==> config.mk <==
export PLATFORM = sky130hd
export DESIGN_NAME = triangle_scanline_span_generator
export DESIGN_NICKNAME = d
export VERILOG_FILES = /design/src/rtl/tssg_pkg.sv /design/src/rtl/tssg_front.sv /design/src/rtl/tssg_cmdq.sv /design/src/rtl/tssg_div.sv /design/src/rtl/tssg_back.sv /design/src/rtl/triangle_scanline_span_generator.sv
export SDC_FILE = /design/constraint.sdc
export NUM_CORES = 1
export LEC_CHECK = 0
export ABC_AREA = 1
export BUFFER_PORTS_ARGS = -buffer_cell sky130_fd_sc_hd__buf_2
export CAP_MARGIN = 20
export CORE_MARGIN = 8
export CORE_UTILIZATION = 45
export DETAILED_ROUTE_END_ITERATION = 10
export GPL_ROUTABILITY_DRIVEN = 0
export GPL_TIMING_DRIVEN = 0
export PLACE_DENSITY_LB_ADDON = 0.12
export SLEW_MARGIN = 20
export SYNTH_ARGS = -nofsm -noshare
export SYNTH_HDL_FRONTEND = slang
export SYNTH_HIERARCHICAL = 1
export SYNTH_SLANG_ARGS = --single-unit
export TNS_END_PERCENT = 5
==> constraint.sdc <==
create_clock -name clk -period 5 [get_ports clk]
set_input_delay 1 -clock clk [delete_from_list [all_inputs] [get_ports clk]]
set_output_delay 1 -clock clk [all_outputs]
set_load 0.01 [all_outputs]
==> src/rtl/tssg_pkg.sv <==
package tssg_pkg;

	localparam int COORD_BITS_DEF = 13;
	localparam int COLOUR_BITS    = 4;
	localparam int CMDQ_DEPTH_DEF = 4;

	localparam logic KIND_LOAD = 1'b0;
	localparam logic KIND_STEP = 1'b1;

endpackage

==> src/rtl/tssg_front.sv <==
module tssg_front #(
	parameter int COORD_BITS = tssg_pkg::COORD_BITS_DEF,
	parameter int CMD_W      = 6 * COORD_BITS + tssg_pkg::COLOUR_BITS + 3
) (
	input  logic                                push,
	input  logic                                kind,
	input  logic signed [COORD_BITS-1:0]        ax_in,
	input  logic signed [COORD_BITS-1:0]        ay_in,
	input  logic signed [COORD_BITS-1:0]        bx_in,
	input  logic signed [COORD_BITS-1:0]        by_in,
	input  logic signed [COORD_BITS-1:0]        cx_in,
	input  logic signed [COORD_BITS-1:0]        cy_in,
	input  logic [tssg_pkg::COLOUR_BITS-1:0]    fill_colour,
	input  logic                                q_full,
	output logic                                full,
	output logic                                q_push,
	output logic [CMD_W-1:0]                    q_data
);

	logic signed [COORD_BITS-1:0] xa [3];
	logic signed [COORD_BITS-1:0] ya [3];
	logic signed [COORD_BITS-1:0] xb [3];
	logic signed [COORD_BITS-1:0] yb [3];
	logic signed [COORD_BITS-1:0] xs [3];
	logic signed [COORD_BITS-1:0] ys [3];
	logic sw_a, sw_b, sw_c;
	logic is_load, flat_up, flat_lo;

	// three compare-and-swap stages: (0,1), (0,2), (1,2); swap only on strictly smaller y
	always_comb begin
		sw_a = by_in < ay_in;
		xa[0] = sw_a ? bx_in : ax_in;
		ya[0] = sw_a ? by_in : ay_in;
		xa[1] = sw_a ? ax_in : bx_in;
		ya[1] = sw_a ? ay_in : by_in;
		xa[2] = cx_in;
		ya[2] = cy_in;

		sw_b = ya[2] < ya[0];
		xb[0] = sw_b ? xa[2] : xa[0];
		yb[0] = sw_b ? ya[2] : ya[0];
		xb[1] = xa[1];
		yb[1] = ya[1];
		xb[2] = sw_b ? xa[0] : xa[2];
		yb[2] = sw_b ? ya[0] : ya[2];

		sw_c = yb[2] < yb[1];
		xs[0] = xb[0];
		ys[0] = yb[0];
		xs[1] = sw_c ? xb[2] : xb[1];
		ys[1] = sw_c ? yb[2] : yb[1];
		xs[2] = sw_c ? xb[1] : xb[2];
		ys[2] = sw_c ? yb[1] : yb[2];
	end

	assign is_load = kind == tssg_pkg::KIND_LOAD;
	assign flat_up = is_load && (ys[1] == ys[0]);
	assign flat_lo = is_load && (ys[2] == ys[1]);

	assign full   = q_full;
	assign q_push = push && !q_full;
	assign q_data = {kind, flat_up, flat_lo, fill_colour,
		xs[0], ys[0], xs[1], ys[1], xs[2], ys[2]};

endmodule

==> src/rtl/tssg_cmdq.sv <==
module tssg_cmdq #(
	parameter int WIDTH = 8,
	parameter int DEPTH = tssg_pkg::CMDQ_DEPTH_DEF
) (
	input  logic             clk,
	input  logic             arst_n,
	input  logic             push,
	input  logic [WIDTH-1:0] wdata,
	output logic             full,
	input  logic             pop,
	output logic [WIDTH-1:0] rdata,
	output logic             empty
);

	localparam int AW = (DEPTH > 1) ? $clog2(DEPTH) : 1;
	localparam int CW = $clog2(DEPTH + 1);

	logic [WIDTH-1:0] slot_q [DEPTH];
	logic [AW-1:0]    wr_q, rd_q;
	logic [CW-1:0]    cnt_q;
	logic             do_push, do_pop;

	assign full    = cnt_q == CW'(DEPTH);
	assign empty   = cnt_q == '0;
	assign do_push = push && !full;
	assign do_pop  = pop && !empty;
	assign rdata   = slot_q[rd_q];

	always_ff @(posedge clk) begin
		if (do_push) begin
			slot_q[wr_q] <= wdata;
		end
	end

	always_ff @(posedge clk or negedge arst_n) begin
		if (!arst_n) begin
			wr_q  <= '0;
			rd_q  <= '0;
			cnt_q <= '0;
		end else begin
			if (do_push) begin
				wr_q <= (wr_q == AW'(DEPTH - 1)) ? '0 : wr_q + 1'b1;
			end
			if (do_pop) begin
				rd_q <= (rd_q == AW'(DEPTH - 1)) ? '0 : rd_q + 1'b1;
			end
			case ({do_push, do_pop})
				2'b10: begin
					cnt_q <= cnt_q + 1'b1;
				end
				2'b01: begin
					cnt_q <= cnt_q - 1'b1;
				end
				default: begin
					cnt_q <= cnt_q;
				end
			endcase
		end
	end

endmodule

==> src/rtl/tssg_div.sv <==
module tssg_div #(
	parameter int COORD_BITS = tssg_pkg::COORD_BITS_DEF
) (
	input  logic                         clk,
	input  logic                         arst_n,
	input  logic                         start,
	input  logic signed [COORD_BITS:0]   num,
	input  logic [COORD_BITS-1:0]        den,
	output logic                         done,
	output logic signed [COORD_BITS:0]   quo,
	output logic [COORD_BITS-1:0]        rem
);

	localparam int W     = COORD_BITS;
	localparam int CNT_W = $clog2(W);

	logic [W:0]       num_abs;
	logic [W-1:0]     sh_q, rem_q, den_q;
	logic             neg_q, run_q, done_q;
	logic [CNT_W-1:0] cnt_q;
	logic [W:0]       trial, diff, q_mag;
	logic             ge, rem_nz;

	assign num_abs = num[W] ? $unsigned(-num) : $unsigned(num);

	// restoring division, one quotient bit per cycle
	assign trial = {rem_q, sh_q[W-1]};
	assign ge    = trial >= {1'b0, den_q};
	assign diff  = trial - {1'b0, den_q};

	always_ff @(posedge clk) begin
		if (start) begin
			sh_q  <= num_abs[W-1:0];
			rem_q <= '0;
			den_q <= den;
			neg_q <= num[W];
		end else if (run_q) begin
			sh_q  <= {sh_q[W-2:0], ge};
			rem_q <= ge ? diff[W-1:0] : trial[W-1:0];
		end
	end

	always_ff @(posedge clk or negedge arst_n) begin
		if (!arst_n) begin
			run_q  <= 1'b0;
			done_q <= 1'b0;
			cnt_q  <= '0;
		end else begin
			done_q <= run_q && (cnt_q == CNT_W'(W - 1));
			if (start) begin
				run_q <= 1'b1;
				cnt_q <= '0;
			end else if (run_q) begin
				cnt_q <= cnt_q + 1'b1;
				if (cnt_q == CNT_W'(W - 1)) begin
					run_q <= 1'b0;
				end
			end
		end
	end

	// floor division for a negative dividend: quotient -(Q+1), remainder den-R when R is nonzero
	assign rem_nz = rem_q != '0;
	assign q_mag  = {1'b0, sh_q} + {{W{1'b0}}, neg_q & rem_nz};
	assign quo    = neg_q ? -$signed(q_mag) : $signed(q_mag);
	assign rem    = (neg_q && rem_nz) ? den_q - rem_q : rem_q;
	assign done   = done_q;

endmodule

==> src/rtl/tssg_back.sv <==
module tssg_back #(
	parameter int COORD_BITS = tssg_pkg::COORD_BITS_DEF,
	parameter int CMD_W      = 6 * COORD_BITS + tssg_pkg::COLOUR_BITS + 3
) (
	input  logic                               clk,
	input  logic                               arst_n,
	input  logic [CMD_W-1:0]                   cmd,
	input  logic                               cmd_empty,
	output logic                               cmd_pop,
	input  logic                               pop,
	output logic                               empty,
	output logic signed [COORD_BITS-1:0]       row,
	output logic signed [COORD_BITS-1:0]       span_start,
	output logic signed [COORD_BITS-1:0]       span_end,
	output logic [tssg_pkg::COLOUR_BITS-1:0]   span_colour,
	output logic                               last
);

	localparam int C = COORD_BITS;

	localparam logic [1:0] ST_IDLE  = 2'd0;
	localparam logic [1:0] ST_START = 2'd1;
	localparam logic [1:0] ST_WAIT  = 2'd2;

	localparam logic [1:0] EDGE_UP = 2'd0;
	localparam logic [1:0] EDGE_LO = 2'd1;
	localparam logic [1:0] EDGE_B  = 2'd2;

	logic                              c_kind, c_flat_up, c_flat_lo;
	logic [tssg_pkg::COLOUR_BITS-1:0]  c_colour;
	logic signed [C-1:0]               c_x0, c_y0, c_x1, c_y1, c_x2, c_y2;

	logic [1:0]                        state_q, e_q;
	logic                              busy_q, lower_q, ovalid_q;
	logic signed [C-1:0]               x_q [3];
	logic signed [C-1:0]               y_q [3];
	logic [tssg_pkg::COLOUR_BITS-1:0]  colour_q;
	logic                              flat_up_q, flat_lo_q;
	logic signed [C:0]                 qstep_q [3];
	logic [C-1:0]                      rstep_q [3];
	logic signed [C-1:0]               aq_q, bq_q, row_q;
	logic [C-1:0]                      arem_q, brem_q;

	logic signed [C:0]                 ex [3];
	logic signed [C:0]                 ey [3];
	logic signed [C:0]                 dy_up_full, dy_lo_full, dy_b_full;
	logic signed [C:0]                 div_num;
	logic [C-1:0]                      div_den;
	logic                              div_start, div_done;
	logic signed [C:0]                 div_quo;
	logic [C-1:0]                      div_rem;

	logic                              head_load, head_step, out_free, emit, at_end;
	logic signed [C-1:0]               end_row, a_x, b_x, lo_x, hi_x;

	logic signed [C:0]                 a_qstep;
	logic [C-1:0]                      a_rstep, a_dy, b_dy;
	logic [C:0]                        a_rsum, a_rdiff, b_rsum, b_rdiff;
	logic                              a_wrap, b_wrap;
	logic [C+1:0]                      a_qsum, b_qsum;

	assign {c_kind, c_flat_up, c_flat_lo, c_colour,
		c_x0, c_y0, c_x1, c_y1, c_x2, c_y2} = cmd;

	always_comb begin
		for (int k = 0; k < 3; k++) begin
			ex[k] = {x_q[k][C-1], x_q[k]};
			ey[k] = {y_q[k][C-1], y_q[k]};
		end
	end

	assign dy_up_full = ey[1] - ey[0];
	assign dy_lo_full = ey[2] - ey[1];
	assign dy_b_full  = ey[2] - ey[0];

	always_comb begin
		case (e_q)
			EDGE_UP: begin
				div_num = ex[1] - ex[0];
				div_den = dy_up_full[C-1:0];
			end
			EDGE_LO: begin
				div_num = ex[2] - ex[1];
				div_den = dy_lo_full[C-1:0];
			end
			default: begin
				div_num = ex[2] - ex[0];
				div_den = dy_b_full[C-1:0];
			end
		endcase
	end

	assign div_start = state_q == ST_START;

	tssg_div #(
		.COORD_BITS(COORD_BITS)
	) u_div (
		.clk    (clk),
		.arst_n (arst_n),
		.start  (div_start),
		.num    (div_num),
		.den    (div_den),
		.done   (div_done),
		.quo    (div_quo),
		.rem    (div_rem)
	);

	// edge x truncated toward zero from floor quotient and remainder
	assign a_x  = aq_q + {{(C-1){1'b0}}, aq_q[C-1] & (|arem_q)};
	assign b_x  = bq_q + {{(C-1){1'b0}}, bq_q[C-1] & (|brem_q)};
	assign lo_x = (a_x > b_x) ? b_x : a_x;
	assign hi_x = (a_x > b_x) ? a_x : b_x;

	// one-row advance of both edge walkers
	assign a_qstep = lower_q ? qstep_q[EDGE_LO] : qstep_q[EDGE_UP];
	assign a_rstep = lower_q ? rstep_q[EDGE_LO] : rstep_q[EDGE_UP];
	assign a_dy    = lower_q ? dy_lo_full[C-1:0] : dy_up_full[C-1:0];
	assign b_dy    = dy_b_full[C-1:0];

	assign a_rsum  = {1'b0, arem_q} + {1'b0, a_rstep};
	assign a_wrap  = a_rsum >= {1'b0, a_dy};
	assign a_rdiff = a_rsum - {1'b0, a_dy};
	assign a_qsum  = {{2{aq_q[C-1]}}, aq_q} + {a_qstep[C], a_qstep} + {{(C+1){1'b0}}, a_wrap};

	assign b_rsum  = {1'b0, brem_q} + {1'b0, rstep_q[EDGE_B]};
	assign b_wrap  = b_rsum >= {1'b0, b_dy};
	assign b_rdiff = b_rsum - {1'b0, b_dy};
	assign b_qsum  = {{2{bq_q[C-1]}}, bq_q} + {qstep_q[EDGE_B][C], qstep_q[EDGE_B]}
		+ {{(C+1){1'b0}}, b_wrap};

	assign end_row = lower_q ? y_q[2] : y_q[1];
	assign at_end  = row_q >= end_row;

	assign head_load = !cmd_empty && (c_kind == tssg_pkg::KIND_LOAD);
	assign head_step = !cmd_empty && (c_kind == tssg_pkg::KIND_STEP);
	assign out_free  = !ovalid_q || pop;
	// a step with nothing left to draw is dropped without a result
	assign cmd_pop   = (state_q == ST_IDLE) && (head_load || (head_step && (!busy_q || out_free)));
	assign emit      = (state_q == ST_IDLE) && head_step && busy_q && out_free;

	always_ff @(posedge clk or negedge arst_n) begin
		if (!arst_n) begin
			state_q  <= ST_IDLE;
			e_q      <= EDGE_UP;
			busy_q   <= 1'b0;
			lower_q  <= 1'b0;
			ovalid_q <= 1'b0;
		end else begin
			case (state_q)
				ST_IDLE: begin
					if (cmd_pop && head_load) begin
						state_q <= ST_START;
						e_q     <= EDGE_UP;
						busy_q  <= 1'b0;
					end else if (emit && at_end) begin
						if (!lower_q && !flat_lo_q) begin
							lower_q <= 1'b1;
						end else begin
							busy_q <= 1'b0;
						end
					end
				end
				ST_START: begin
					state_q <= ST_WAIT;
				end
				ST_WAIT: begin
					if (div_done) begin
						if (e_q == EDGE_B) begin
							state_q <= ST_IDLE;
							busy_q  <= !(flat_up_q && flat_lo_q);
							lower_q <= flat_up_q;
						end else begin
							e_q     <= e_q + 1'b1;
							state_q <= ST_START;
						end
					end
				end
				default: begin
					state_q <= ST_IDLE;
				end
			endcase

			if (emit) begin
				ovalid_q <= 1'b1;
			end else if (pop) begin
				ovalid_q <= 1'b0;
			end
		end
	end

	always_ff @(posedge clk) begin
		if (cmd_pop && head_load) begin
			x_q[0]    <= c_x0;
			y_q[0]    <= c_y0;
			x_q[1]    <= c_x1;
			y_q[1]    <= c_y1;
			x_q[2]    <= c_x2;
			y_q[2]    <= c_y2;
			colour_q  <= c_colour;
			flat_up_q <= c_flat_up;
			flat_lo_q <= c_flat_lo;
		end

		if (state_q == ST_WAIT && div_done) begin
			qstep_q[e_q] <= div_quo;
			rstep_q[e_q] <= div_rem;
			if (e_q == EDGE_B) begin
				row_q  <= flat_up_q ? y_q[1] : y_q[0];
				aq_q   <= flat_up_q ? x_q[1] : x_q[0];
				arem_q <= '0;
				bq_q   <= x_q[0];
				brem_q <= '0;
			end
		end

		if (emit) begin
			row         <= row_q;
			span_start  <= lo_x;
			span_end    <= hi_x;
			span_colour <= colour_q;
			last        <= at_end && (lower_q || flat_lo_q);
			if (at_end) begin
				// row y1 is drawn again as the first row of the lower half
				if (!lower_q && !flat_lo_q) begin
					row_q  <= y_q[1];
					aq_q   <= x_q[1];
					arem_q <= '0;
				end
			end else begin
				row_q  <= row_q + 1'b1;
				aq_q   <= a_qsum[C-1:0];
				arem_q <= a_wrap ? a_rdiff[C-1:0] : a_rsum[C-1:0];
				bq_q   <= b_qsum[C-1:0];
				brem_q <= b_wrap ? b_rdiff[C-1:0] : b_rsum[C-1:0];
			end
		end
	end

	assign empty = !ovalid_q;

endmodule

==> src/rtl/triangle_scanline_span_generator.sv <==
// Flat triangle span generator. A load request (kind 0) brings three vertices and a colour; a
// step request (kind 1) yields the next horizontal span, top half then bottom half, with the
// final span flagged by last and no result for a step when no triangle is in progress.
// Requests are sorted on entry and wait in a CMDQ_DEPTH-deep command queue; the walker behind it
// writes the span for a step straight into the result register, so steps sustain one span per
// cycle while results are popped, and the result register refills in the cycle it is popped. A
// load holds the walker for three serial divisions, one quotient bit per cycle, giving the slope
// of each edge per row; edge positions then advance by quotient and remainder, no more division.
module triangle_scanline_span_generator #(
	parameter int COORD_BITS = tssg_pkg::COORD_BITS_DEF,
	parameter int CMDQ_DEPTH = tssg_pkg::CMDQ_DEPTH_DEF
) (
	input  logic                               clk,
	input  logic                               arst_n,
	input  logic                               push,
	output logic                               full,
	input  logic                               kind,
	input  logic signed [COORD_BITS-1:0]       ax_in,
	input  logic signed [COORD_BITS-1:0]       ay_in,
	input  logic signed [COORD_BITS-1:0]       bx_in,
	input  logic signed [COORD_BITS-1:0]       by_in,
	input  logic signed [COORD_BITS-1:0]       cx_in,
	input  logic signed [COORD_BITS-1:0]       cy_in,
	input  logic [tssg_pkg::COLOUR_BITS-1:0]   fill_colour,
	output logic                               empty,
	input  logic                               pop,
	output logic signed [COORD_BITS-1:0]       row,
	output logic signed [COORD_BITS-1:0]       span_start,
	output logic signed [COORD_BITS-1:0]       span_end,
	output logic [tssg_pkg::COLOUR_BITS-1:0]   span_colour,
	output logic                               last
);

	localparam int CMD_W = 6 * COORD_BITS + tssg_pkg::COLOUR_BITS + 3;

	logic             q_push, q_full, q_empty, q_pop;
	logic [CMD_W-1:0] q_wdata, q_rdata;

	tssg_front #(
		.COORD_BITS (COORD_BITS),
		.CMD_W      (CMD_W)
	) u_front (
		.push        (push),
		.kind        (kind),
		.ax_in       (ax_in),
		.ay_in       (ay_in),
		.bx_in       (bx_in),
		.by_in       (by_in),
		.cx_in       (cx_in),
		.cy_in       (cy_in),
		.fill_colour (fill_colour),
		.q_full      (q_full),
		.full        (full),
		.q_push      (q_push),
		.q_data      (q_wdata)
	);

	tssg_cmdq #(
		.WIDTH (CMD_W),
		.DEPTH (CMDQ_DEPTH)
	) u_cmdq (
		.clk    (clk),
		.arst_n (arst_n),
		.push   (q_push),
		.wdata  (q_wdata),
		.full   (q_full),
		.pop    (q_pop),
		.rdata  (q_rdata),
		.empty  (q_empty)
	);

	tssg_back #(
		.COORD_BITS (COORD_BITS),
		.CMD_W      (CMD_W)
	) u_back (
		.clk         (clk),
		.arst_n      (arst_n),
		.cmd         (q_rdata),
		.cmd_empty   (q_empty),
		.cmd_pop     (q_pop),
		.pop         (pop),
		.empty       (empty),
		.row         (row),
		.span_start  (span_start),
		.span_end    (span_end),
		.span_colour (span_colour),
		.last        (last)
	);

endmodule

== Word level (Yosys, flattened, before mapping) ==
Memories as Yosys holds them, arrays and structs flattened.
Index checks and enable logic that the tools add are counted.

* $lt $le $gt $ge: 8
* Equality and inequality tests: 21
* Reductions and logical operators: 45
* Bitwise operators: 5
* $add $sub $neg: 28
* Mux-type cells: 89

{| class="wikitable"
|+ Operator list
! operator !! count
|-
| 2-to-1 mux 13 bit || 50
|-
| subtractor 13 bit || 7
|-
| adder 13 x 1 -> 13 bit || 4
|-
| greater-or-equal comparator 14 x 13 -> 1 bit || 3
|-
| subtractor 13 x 13 -> 14 bit || 3
|-
| < comparator 13 bit || 3
|-
| adder 13 x 13 -> 14 bit || 2
|-
| one-hot mux 14 bit (2 select lines) || 1
|-
| adder 13 bit || 2
|-
| equality test 13 bit || 2
|-
| one-hot mux 13 bit (2 select lines) || 1
|-
| OR reduction 13 bit || 2
|-
| 2-to-1 mux 1 bit || 22
|-
| logical AND 1 bit || 20
|-
| adder 13 x 1 -> 14 bit || 1
|-
| 2-to-1 mux 14 bit || 1
|-
| 2-to-1 mux 2 bit || 7
|-
| negator 14 bit || 1
|-
| adder 13 x 1 -> 13 bit (second input constant) || 1
|-
| greater-or-equal comparator 13 bit || 1
|-
| greater-than comparator 13 bit || 1
|-
| negator 13 bit || 1
|-
| nonzero test 13 bit || 1
|-
| != test 2 bit (second input constant) || 6
|-
| other kinds (26) || 53
|}

* Register bits: 175
* Output and inout bits: 46
* Word-level logic and storage cells: 229
* RAM bits: 499
* Memories: 5

{| class="wikitable"
|+ Memory list
! memory !! depth !! bits a word !! rd ports !! clocked after memory_dff !! wr ports !! line !! text
|-
| u_cmdq.slot_q || 4 || 85 || 1 || 0 || 1 || tssg_cmdq.sv:18 || <nowiki>logic [WIDTH-1:0] slot_q [DEPTH];</nowiki>
|-
| u_back.qstep_q || 3 || 14 || 3 || 0 || 1 || tssg_back.sv:39 || <nowiki>logic signed [C:0] qstep_q [3];</nowiki>
|-
| u_back.rstep_q || 3 || 13 || 3 || 0 || 1 || tssg_back.sv:40 || <nowiki>logic [C-1:0] rstep_q [3];</nowiki>
|-
| u_back.x_q || 3 || 13 || 3 || 0 || 3 || tssg_back.sv:35 || <nowiki>logic signed [C-1:0] x_q [3];</nowiki>
|-
| u_back.y_q || 3 || 13 || 3 || 0 || 3 || tssg_back.sv:36 || <nowiki>logic signed [C-1:0] y_q [3];</nowiki>
|}

== Depth between registers and ports, before layout ==
Gate-level depths: netlist of the first run.

* Word-level depth: 10
* Gate-level depth with buffers: 49

== Cells and area by module ==
The synthesis of the first run kept the hierarchy.

{| class="wikitable"
|+ Modules (own cells, without submodules)
! module !! area an instance (um^2) !! times used !! cells each !! sequential area each (um^2)
|-
| tssg_back || 19725.2 || 1 || 2469 || 7662.3
|-
| tssg_cmdq || 14019.7 || 1 || 1053 || 10385.0
|-
| tssg_div || 4362.9 || 1 || 641 || 1221.2
|-
| tssg_front || 3363.2 || 1 || 698 || 0.0
|}

== Worst setup path before layout of the first run ==
OpenSTA, ideal clock, no wires.

* Path type: input to register
* Start: input port ay_in[12]
* End: memory u_cmdq/slot_q[0][83] (netlist bit), data pin
* Data required time: 4.746 ns
* Buffers on the path: 4
* Arrival: 6.288 ns
* Setup time: 0.254 ns
* Stages on the path: 43
* Slack: -1.542 ns
* Cell sequence: inv_1 > ha_1 > nand2_1 > nor2_2 > nand2_1 > nor2_1 > nor2_2 > nand3_1 > nand2_2 > clkbuf_1 > nand2_1 > o21ai_0 > inv_1 > ha_1 > nand2_1 > nor2_1 > nand3_1 > nor2_1 > (+7 left out) > inv_1 > ha_1 > a21oi_1 > o221ai_1 > a21oi_1 > o21ai_0 > a31oi_1 > nand2_1 > xor2_1 > inv_1 > clkbuf_1 > nand2_1 > nand2_1 > nor2_1 > nor2_1 > nand3_1 > nor2_1 > buf_4

* Cells in the longest elaborated chain, start to end: 8
* Elaborated cells between the ends (all ways): 10

{| class="wikitable"
|+ Ends and longest elaborated chain
! item !! line !! text
|-
| start: declaration || triangle_scanline_span_generator.sv:19 || <nowiki>input logic signed [COORD_BITS-1:0] ay_in,</nowiki>
|-
| < comparator 13 bit || tssg_front.sv:31 || <nowiki>sw_a = by_in < ay_in;</nowiki>
|-
| 2-to-1 mux 13 bit || tssg_front.sv:33 || <nowiki>ya[0] = sw_a ? by_in : ay_in;</nowiki>
|-
| < comparator 13 bit || tssg_front.sv:39 || <nowiki>sw_b = ya[2] < ya[0];</nowiki>
|-
| 2-to-1 mux 13 bit || tssg_front.sv:45 || <nowiki>yb[2] = sw_b ? ya[0] : ya[2];</nowiki>
|-
| < comparator 13 bit || tssg_front.sv:47 || <nowiki>sw_c = yb[2] < yb[1];</nowiki>
|-
| 2-to-1 mux 13 bit || tssg_front.sv:51 || <nowiki>ys[1] = sw_c ? yb[2] : yb[1];</nowiki>
|-
| equality test 13 bit * || tssg_front.sv:57 || <nowiki>assign flat_up = is_load && (ys[1] == ys[0]);</nowiki>
|-
| logical AND 1 bit * || tssg_front.sv:57 ||
|-
| named net u_front.flat_up || tssg_front.sv:27 || <nowiki>logic is_load, flat_up, flat_lo;</nowiki>
|-
| end: declaration || tssg_cmdq.sv:18 ||
|}

The timed path passes the listed nets; every way through them passes the cells marked *.

== Worst setup path in the final report of the first run ==
* Start: input port ay_in[3]
* End: memory u_cmdq/slot_q[2][83] (netlist bit), data pin

* Cells in the longest elaborated chain, start to end: 8
* Elaborated cells between the ends (all ways): 10

{| class="wikitable"
|+ Ends and longest elaborated chain
! item !! line !! text
|-
| < comparator 13 bit || tssg_front.sv:31 ||
|-
| 2-to-1 mux 13 bit || tssg_front.sv:33 ||
|-
| < comparator 13 bit || tssg_front.sv:39 ||
|-
| 2-to-1 mux 13 bit || tssg_front.sv:45 ||
|-
| < comparator 13 bit || tssg_front.sv:47 ||
|-
| 2-to-1 mux 13 bit || tssg_front.sv:51 ||
|-
| equality test 13 bit * || tssg_front.sv:57 ||
|-
| logical AND 1 bit * || tssg_front.sv:57 ||
|-
| named net q_wdata[83] || triangle_scanline_span_generator.sv:37 || <nowiki>logic [CMD_W-1:0] q_wdata, q_rdata;</nowiki>
|}

Marks and branches as above.

==> impl_metrics.yaml, run 1 <==
run_status:
  status: "finished, violations left"
  violations: "negative setup slack"
detailed_routing:
  totalWireLength_mm: 128
  wl_per_cell_um: 19.9
  met3WireLength_mm: 6.79
  drc: 0
  wl_met2_mm: 60.5
  via_per_inst: 5.36
  drt_iter0_markers: 2640
  drt-pass1-iter-count: 8
  antenna_left: 0
  top_layer: "met4"
  vias: 34400
  drt-met1-wl_mm: 55.6
final_layout:
  syn_to_final_growth_pct: 19.5
  layout.cells.non_filler: 6423
  drive_above_1_share: 0.166
  mostFrequentLayoutCell: "nand2_1"
  final_util: 0.542
  n_antenna_cell: 0
  layout_common_cells: "nand2_1 (1,302), inv_1 (637), edfxtp_1 (573), o21ai_0 (298), nand3_1 (256)"
  final_nets: 5523
clocking:
  cts_root_buf: "clkbuf_16"
  cts_buffers: 76
  cts_tree: "done"
  clock_latency_ns: 0.66
  cts_sinks: 671
  clkTransAtPathRegs_ns: 0.06
  cts_hold_buf: 0
  clk_path_buf_depth: 3
  h-tree-depth: 3
critical_path:
  path_common_cell: "nand2_2"
  crit_start: "ay_in[3]"
  worstReg2RegStart: "u_back/lower_q"
  startpoint_type: "input port"
  arrival_ns: 6.48
  path_max_fanout: 11
  crit_path_end_kind: "flop"
  criticalPathCategory: "in2reg"
  cp.required_ns: 5.42
  cp_slowest_stage_delay_ns: 0.33
  rr_worst_depth: 31
  cpMaxStageDelayCell: "o21ai_1"
sta:
  worst_slack_ns: -1.06
  tightest_slew_ns: 0.894
  fmax_ghz: 0.165
  setup_viol: 224
  grt_setup_unrepaired: "true"
  fin_crit_ns: 6.06
  clock_skew_ns: 0.0567
  hold_violations: 0
  fin_crit_sh: 1.21
  slew_headroom: 0.404
  fin_setup_tns_ns: -170.29
  drv_slew: 0
floorplanning:
  die_h_um: 319
  die_w_um: 319
  dieArea_um2: 102000
  coreArea_um2: 91400
  initial_core_util: 0.453
  rows: 111
  io_pins: 133
global_route:
  grt_max_degree: 54
  grtUsageTotal: 0.241
  antenna_found_initial: 2
  grt_pass1_vias: 32500
  grt_remaining_overflow: 0
  grt_first_pass_wirelength_mm: 192
placed_design:
  io_buffer_count: 128
  hpwlAfterDp_mm: 97.6
  dp.cells: 6181
  place_ws_ns: -3.29
logic_synthesis:
  synth_area_um2: 41400
  yosysWarnings: 6
  syn_nets: 5193
  syn-mean-instance-area_um2: 8.54
  syn_inst: 4847
hold_path:
  worstHoldPathType: "in2async"
flow_run:
  drv_cap: 0
## metrics by stage
| step | cell area [um2] | hold slack (ns) |
|---|---|---|
| 2_1_floorplan | 41700 | 0.400 |
| 3_3_place_gp | 43800 | 0.420 |
| 3_5_place_dp | 44400 | 0.406 |
| 4_1_cts | 48200 | 0.370 |
| 5_1_grt | 49500 | 0.399 |
| 6_report | 49500 | 0.374 |
## worst paths after layout
check                                             end  slack (ns)
worst max-delay path             u_cmdq/slot_q[2][83]       -1.06
worst min-delay path                   u_cmdq/rd_q[0]        0.37
worst max register to register         u_back/aq_q[6]       -0.19
worst min register to register  u_back/span_colour[0]        0.43
max in group asynchronous              u_back/lower_q        4.15
min in group clk                u_back/span_colour[0]        0.43
## sequential cells by signal (all words and copies together), names as in the netlist, 39 cells and up
register	count
u_cmdq/slot_q	340
u_back/qstep_q	39
u_back/rstep_q	39
u_back/x_q	39
u_back/y_q	39
## final cells by class
class / instances / area, um2
fill: 8269 / 41900
multi-input combinational: 3329 / 20200
sequential: 671 / 19300
inverter: 678 / 2580
timing repair buffer: 253 / 2000
clock buffer: 98 / 1980
tap: 1186 / 1480
buffer: 168 / 1380
clock inverter: 40 / 546
## what timing repair did
item | 4_1_cts | 5_1_grt
setup endpoints to repair | 262 | 265
pin swaps | 49 | 82
setup buffers | 63 | 38
resized for setup | 229 | 217
hold endpoints to repair | 0 | 0
gates cloned | 3 | 2
## layer usage
metal / up-vias / GRT usage
met5: - / 0
met4: 0 / 0.0847
met3: 196 / 0.0289
met2: 1045 / 0.409
met1: 16200 / 0.317
li1: 17000 / -
## critical path, delay by kind of cell
family / cells / cell delay (ns)
adders and majority gates: 3 / 0.77
buffers and inverters: 14 / 1.58
and+or+nand+nor: 24 / 2.04
AOI/OAI and AO/OA: 5 / 0.76
xor gates and xnor gates: 1 / 0.29
Power of run 1 is not shown: default switching activity piles up to over one toggle a cycle in this logic, so the estimate is an artifact.
==> run 2: changes to the inputs <==
==> constraint.sdc (replaced) <==
create_clock -name clk -period 7.1 [get_ports clk]
set_input_delay 1.42 -clock clk [delete_from_list [all_inputs] [get_ports clk]]
set_output_delay 1.42 -clock clk [all_outputs]
set_load 0.01 [all_outputs]
==> run 2 against run 1 <==
  * The flow now finishes without violations
  * Worst setup slack gained 1.3 ns
  * Non-clock buffer count is 86 lower
  * Sequential share of layout area rose by 2.0 points
  * Cell count is 1.3% lower
  * Clock skew shrank 0.0079 ns
  * Die area unchanged
  * Wire length is 2.9% lower
  * First-iteration DRC count up 1.5%
  * Critical endpoint is now u_cmdq/slot_q[0][83]
  * Largest cell class is now sequential cells
==> impl_metrics.yaml, run 2 (synthesized netlist as in run 1, its figures left out) <==
run_status:
  status: "finished clean"
critical_path:
  cp.required_ns: 7.62
  crit_path_end_kind: "flop"
  startpoint_type: "input port"
  cp_slowest_stage_delay_ns: 0.30
  path_max_fanout: 10
  crit_start: "ay_in[12]"
  cpMaxStageDelayCell: "ha_1"
  worstReg2RegStart: "u_back/lower_q"
  arrival_ns: 7.38
  criticalPathCategory: "in2reg"
floorplanning:
  die_h_um: 319
  io_pins: 133
  initial_core_util: 0.453
  die_w_um: 319
  coreArea_um2: 91400
  dieArea_um2: 102000
  rows: 111
placed_design:
  io_buffer_count: 128
  hpwlAfterDp_mm: 98.0
  place_ws_ns: -2.56
  dp.cells: 6182
final_layout:
  layout.cells.non_filler: 6337
  mostFrequentLayoutCell: "nand2_1"
  final_util: 0.515
  layout_common_cells: "nand2_1 (1,364), inv_1 (659), edfxtp_1 (573), o21ai_0 (340), nand3_1 (274)"
  syn_to_final_growth_pct: 13.7
  final_nets: 5437
  largest_reg_flops: 340
  largest_register: "u_cmdq/slot_q"
  drive_above_1_share: 0.109
detailed_routing:
  vias: 33700
  drt-pass1-iter-count: 7
  via_per_inst: 5.32
  drt_iter0_markers: 2680
  antenna_left: 0
  totalWireLength_mm: 124
  drc: 0
  wl_per_cell_um: 19.6
clocking:
  cts_buffers: 76
  cts_root_buf: "clkbuf_16"
  clk_path_buf_depth: 3
  cts_tree: "done"
  cts_hold_buf: 0
  cts_sinks: 671
  clock_latency_ns: 0.66
  clkTransAtPathRegs_ns: 0.06
  h-tree-depth: 3
global_route:
  grt_remaining_overflow: 0
  grt_pass1_vias: 32200
  grt_first_pass_wirelength_mm: 189
  grtUsageTotal: 0.237
  grt_max_degree: 54
  antenna_found_initial: 0
sta:
  fin_crit_ns: 6.87
  setup_viol: 0
  hold_violations: 0
  clock_skew_ns: 0.0489
  holdWs_ns: 0.433
  drv_slew: 0
  fin_crit_sh: 0.967
  tightest_slew_ns: 0.908
  slew_headroom: 0.395
  worst_slack_ns: 0.233
  fmax_ghz: 0.146
hold_path:
  worstHoldPathType: "reg2reg"
  min_from: "u_back/colour_q[1]"
flow_run:
  drv_cap: 0
[run 2: final timing paths]
| check | end | slack, ns | depth (start not counted) |
|---|---|---|---|
| min in group asynchronous | u_cmdq/cnt_q[1] | 0.78 | 1 |
| worst max register to register | u_back/aq_q[12] | 0.50 | 32 |
| max in group asynchronous | u_back/u_div/run_q | 5.84 | 1 |
| worst min register to register | u_back/span_colour[1] | 0.43 | 0 |
| worst min-delay path | u_back/span_colour[1] | 0.43 | 0 |
| worst max-delay path | u_cmdq/slot_q[0][83] | 0.23 | 46 |
[run 2: per-layer routing]
metal | part of all wire | global-route usage
met1 | 0.44 | 0.318
met2 | 0.47 | 0.396
met3 | 0.056 | 0.0284
met4 | 0.036 | 0.0863
met5 | 0 | 0
[run 2: worst max-delay path, delay by kind of cell]
family	cells	cell delay [ns]
and+or+nand+nor	25	2.74
buffers and inverters	12	1.38
adders and majority gates	3	0.83
AOI/OAI and AO/OA	5	0.75
xor gates and xnor gates	1	0.25
[run 2: cell type report]
cell class,count,area [um2]
buffer,169,1140
sequential,671,19300
fill,8559,44300
tap,1186,1480
multi-input combinational,3329,18900
clock inverter,37,458
clock buffer,100,2040
timing repair buffer,166,1290
antenna,1,2.50
inverter,678,2550
[run 2: per-stage QoR]
| stage | instance area (um2) | setup TNS [ns] |
|---|---|---|
| after global placement | 43500 | -1097.37 |
| after global routing | 47100 | -0.462 |
| after CTS | 46700 | -0.0469 |
| after floorplan | 41400 | 0 |
| final | 47100 | 0 |
| after detailed placement | 44100 | -442.36 |
[run 2: timing repair]
action | CTS | global route
gates cloned | 0 | 1
gates resized for setup | 54 | 69
setup buffers | 4 | 12
endpoints found under the setup margin | 204 | 193
pin swaps | 1 | 21
Power of run 2 is left out for the same reason.
